==> src/rtl/core/pmst_ram.sv <==
module pmst_ram #(
    parameter int WIDTH = 16,
    parameter int DEPTH = 256
) (
    input  logic                     i_clk,
    input  logic                     i_wr_en,
    input  logic [$clog2(DEPTH)-1:0] i_wr_addr,
    input  logic [WIDTH-1:0]         i_wr_data,
    input  logic [$clog2(DEPTH)-1:0] i_rd_addr,
    output logic [WIDTH-1:0]         o_rd_data
);

    logic [WIDTH-1:0] r_mem [DEPTH];
    logic [WIDTH-1:0] r_rd_data;

    // Single write port, single read port with the read data registered.
    always_ff @(posedge i_clk) begin
        if (i_wr_en) begin
            r_mem[i_wr_addr] <= i_wr_data;
        end
        r_rd_data <= r_mem[i_rd_addr];
    end

    assign o_rd_data = r_rd_data;

endmodule

==> config.mk <==
export PLATFORM = sky130hd
export DESIGN_NAME = pmst_ram
export DESIGN_NICKNAME = d
export VERILOG_FILES = /design/src/rtl/core/pmst_ram.sv
export SDC_FILE = /design/constraint.sdc
export NUM_CORES = 2
export LEC_CHECK = 0
export ABC_AREA = 1
export BUFFER_PORTS_ARGS = -buffer_cell sky130_fd_sc_hd__buf_2
export CAP_MARGIN = 20
export CELL_PAD_IN_SITES_DETAIL_PLACEMENT = 1
export CELL_PAD_IN_SITES_GLOBAL_PLACEMENT = 1
export CORE_UTILIZATION = 48
export CTS_BUF_LIST = sky130_fd_sc_hd__clkbuf_8 sky130_fd_sc_hd__clkbuf_16
export CTS_CLUSTER_DIAMETER = 100
export DETAILED_ROUTE_END_ITERATION = 10
export PLACE_DENSITY = 0.76
export SYNTH_ARGS = -nofsm -noshare
export SYNTH_HDL_FRONTEND = slang
export SYNTH_SLANG_ARGS = --single-unit
export TNS_END_PERCENT = 5
==> constraint.sdc <==
create_clock -name i_clk -period 2.2 [get_ports i_clk]
set_input_delay 0.11 -clock i_clk [delete_from_list [all_inputs] [get_ports i_clk]]
set_output_delay 0.11 -clock i_clk [all_outputs]
set_load 0.005 [all_outputs]
== Word-level counts from Yosys, hierarchy flattened ==
Memories as Yosys holds them, arrays and structs flattened. A register that Yosys moved wholly into a read port is not among the register bits.
Index checks and enable logic that the tools add are counted.

* Shift operators: 0
* Multipliers: 0
* $add $sub $neg: 0
* $lt $le $gt $ge: 0
* Divide/modulo/power cells: 0
* Multiplexer cells: 2
* Bitwise operators: 0
* Equality and inequality tests: 0
* Reduce and logical (&&, ||, !) cells: 0

{| class="wikitable"
|+ Operators by type and width
! operator !! count
|-
| 2-to-1 mux 1 bit || 2
|}

* Bits in latches: 0
* Output and inout bits: 16
* Memories kept: 1
* Memory bits (writable): 4096
* Memory bits (read-only): 0
* Flip-flop bits (word level): 0
* Bits of input ports: 34
* Logic and storage cells: 3

{| class="wikitable"
|+ Memory list
! memory !! depth !! width !! read ports !! clocked after memory_dff !! wr ports !! line !! text
|-
| r_mem || 256 || 16 || 1 || 1 || 1 || 13 || <nowiki>logic [WIDTH-1:0] r_mem [DEPTH];</nowiki>
|}

== Longest topological paths before layout ==
* Word-level depth: 2
* Mapped depth: 15
* Mapped depth without buffers: 11

== Least setup slack after synthesis ==
Ideal clock, no wire load.

* Path kind: input port to flip-flop
* From: input i_wr_en
* To: memory r_mem[164][0] (enable)
* Path buffers: 2
* Data arrival time: 1.562 ns
* Stages: 4
* Required time: 1.812 ns
* Path slack: 0.250 ns
* Setup time: 0.388 ns
* Path through: clkbuf_1 -> nand3_1 -> clkbuf_1 -> nor2_1

* Cells in the longest elaborated chain, start to end: 2

{| class="wikitable"
|+ RTL lines
! element !! line !! text
|-
| start: declaration || 6 || <nowiki>input logic i_wr_en,</nowiki>
|-
| 2-to-1 mux 1 bit || 18 || <nowiki>if (i_wr_en) begin</nowiki>
|-
| 2-to-1 mux 1 bit (not written as such) || 19 || <nowiki>r_mem[i_wr_addr] <= i_wr_data;</nowiki>
|-
| end: declaration || 13 ||
|}

Every way passes these cells.

==> impl_metrics.json <==
{
  "relSlewSlack": 0.331,
  "crit_type": "in -> reg",
  "gp_congestion": 0.928,
  "gr-total-overflow": 0,
  "final_max_slew_viol_count": 0,
  "hpwl_um": 365000,
  "synth_top_area_share": 0.742,
  "period_share": 1.05,
  "crit_family": "simple AND/OR/NAND/NOR gates",
  "fin_crit_ns": 2.32,
  "syn2layout_area_growth_pct": 17.3,
  "synth-adder-area-share": 0,
  "fillers": 34357,
  "synth_top_family_by_area": "simple AND/OR/NAND/NOR gates",
  "cp_cell_sequence": "buf_12, inv_16, buf_12, buf_16, buf_8, nand2_1, nand3_1, nand3_1, nand3_1, nand3_1, nand3_1, nand3_2, nand2_1, nand2_2, nand2_1",
  "violations": "negative setup slack",
  "syn_inst": 13617,
  "avgSynthCellArea_um2": 12.2,
  "crit_fanout": 48,
  "nNetsFinal": 14423,
  "grt.total_usage": 0.337,
  "grt_pass1_vias": 126976,
  "final_common_cell": "nand2_1",
  "cts_tree": "built",
  "rsz0062_at_grt": "true",
  "fmax_ghz": 0.432,
  "setup_viol": 12,
  "die_area_um2": 348000,
  "grt_first_pass_wirelength_um": 860000,
  "cp_slowest_cell": "buf_16",
  "first_pass_iters": 8,
  "yosys_warnings": 0,
  "path_clk_slew_ns": 0.06,
  "htreeDepth": 5,
  "first_iter_violations": 17075,
  "cts-root-buf": "clkbuf_16",
  "path_buf_inv": 5,
  "drive_gt1_frac": 0.128,
  "ir_drop_v": 0.000966,
  "synth_nets": 13651,
  "worstHoldPathType": "in -> reg",
  "pre_cts_ws_ns": -1.12,
  "synth_largest_area_cell": "edfxtp_1",
  "hold_viol_final": 0,
  "rows": 215,
  "cts_buffers": 420,
  "core_area_um2": 343000,
  "cts.sinks": 4112,
  "place_area_um2": 180000,
  "clockBufferDepth": 4,
  "initial_core_util": 0.483,
  "place.port_buffers": 49,
  "ioPinCount": 50,
  "synth_seq_cells": 4112,
  "path_common_cell": "nand3_1",
  "crit_required_ns": 3.12,
  "synth_compound_area_frac": 0,
  "whs_ns": 0.0799,
  "stdcell_area_um2": 194000,
  "tightest_slew_ns": 1.00,
  "synthesis.area_um2": 166000,
  "cp-start-kind": "input port",
  "final_cell_mix": "nand2_1, edfxtp_1, nand3_1",
  "die_width_um": 590,
  "ant_nets": 0,
  "outcome": "complete, but fails checks",
  "vias_per_cell": 6.30,
  "total_power_mw": 171,
  "max_cap_viol_count": 0,
  "synth.area.top_cells": "edfxtp_1, nand3_1, nand2_1",
  "die_y_um": 590,
  "ys_types": 15,
  "cp_slowest_stage_delay_ns": 0.30,
  "final_util": 0.566,
  "leakage_nw": 69.7,
  "synth-simple-area-share": 0.224,
  "crit_arrival_ns": 3.23,
  "synth-xor-area-share": 0,
  "yosysSeqAreaShare": 0.744,
  "antenna_found_initial": 42,
  "drcViolationCount": 0,
  "setup_slack_ns": -0.115,
  "routed_wl_um": 598000,
  "grt_max_degree": 90,
  "clock_skew_ns": 0.0631,
  "vias": 121949,
  "insertion_delay_ns": 1.01,
  "muxShareOfSynthArea": 0,
  "powerDensity_nw_per_um2": 879,
  "end_kind": "register",
  "wire_per_inst_um": 30.9
}
[cells by family (layout without fill, tap and decap cells)]
kind of cell	after synthesis	count (layout)
other cells	0	55
simple gates	8529	8529
buf+inv	976	2091
flops	4112	4112
[report_power, final]
part	internal (mW)	total, mW	switching, mW
Combinational	3.62	12.7	9.09
Clock	40.4	71.6	31.2
Sequential	86.3	86.5	0.187
[worst paths after layout]
| path | startpoint | endpoint | slack (ns) | cells after the start |
|---|---|---|---|---|
| worst max-delay path | i_rd_addr[0] | o_rd_data[6]$_DFF_P_ | -0.12 | 15 |
| worst min-delay path | i_wr_en | r_mem[199][0]$_DFFE_PP_ | 0.08 | 5 |
| worst max register to register | r_mem[33][6]$_DFFE_PP_ | o_rd_data[6]$_DFF_P_ | -0.07 | 11 |
| worst min register to register | r_mem[230][9]$_DFFE_PP_ | o_rd_data[9]$_DFF_P_ | 1.10 | 10 |
[Yosys cell counts]
cell	number
clkbuf_1	154
inv_2	2
nand3_1	4035
buf_1	70
edfxtp_1	4096
buf_6	53
buf_8	1
buf_12	1
inv_4	2
nand2_1	4211
buf_2	495
nor2_1	283
dfxtp_1	16
inv_1	35
buf_4	163
[cell type report]
class                           instances  area [um2]  share of cell area
Sequential cell                      4112      123000               0.635
Multi-Input combinational cell       8529       37200               0.192
Timing Repair Buffer                 1287       14200              0.0731
Clock buffer                          437       10900              0.0559
Tap cell                             4557        5700              0.0293
Clock inverter                        328        2670              0.0137
Inverter                               39         196             0.00101
Antenna cell                           55         138            0.000708
[metrics by stage]
stage          instances  setup TNS, ns
2_1_floorplan      13617              0
3_3_place_gp       18503         -12.93
3_5_place_dp       18503         -14.39
4_1_cts            19289              0
5_1_grt            19323         -0.278
6_report           19344         -0.652
[metal layers]
| metal | vias up | global-route usage | routed length, um |
|---|---|---|---|
| li1 | 50236 | - | - |
| met1 | 62123 | 0.428 | 217000 |
| met2 | 7769 | 0.544 | 284000 |
| met3 | 1801 | 0.0602 | 58300 |
| met4 | 20 | 0.199 | 38200 |
| met5 | - | 0 | 124 |
[worst register-to-register path: stages, from the launching register on]
cell	delay (ns)
edfxtp_1	0.39
nand2_1	0.09
nand3_1	0.08
nand3_1	0.14
nand3_1	0.23
nand3_1	0.25
nand3_1	0.26
nand3_1	0.18
buf_4	0.12
nand2_1	0.06
nand2_2	0.21
nand2_1	0.12
[flip-flops by register name, summed over array words and instances, names as in the netlist]
signal     count
r_mem       4096
o_rd_data     16
[timing repair]
item | CTS | global route
setup buffers | 0 | 0
hold buffers | 21 | 0
gates cloned | 0 | 0
pin swaps | 0 | 0
endpoints found under the hold margin | 3915 | 0
setup endpoints to repair | 8 | 11
gates resized for setup | 13 | 17
No activity file was read; power rests on OpenSTA's default activity.
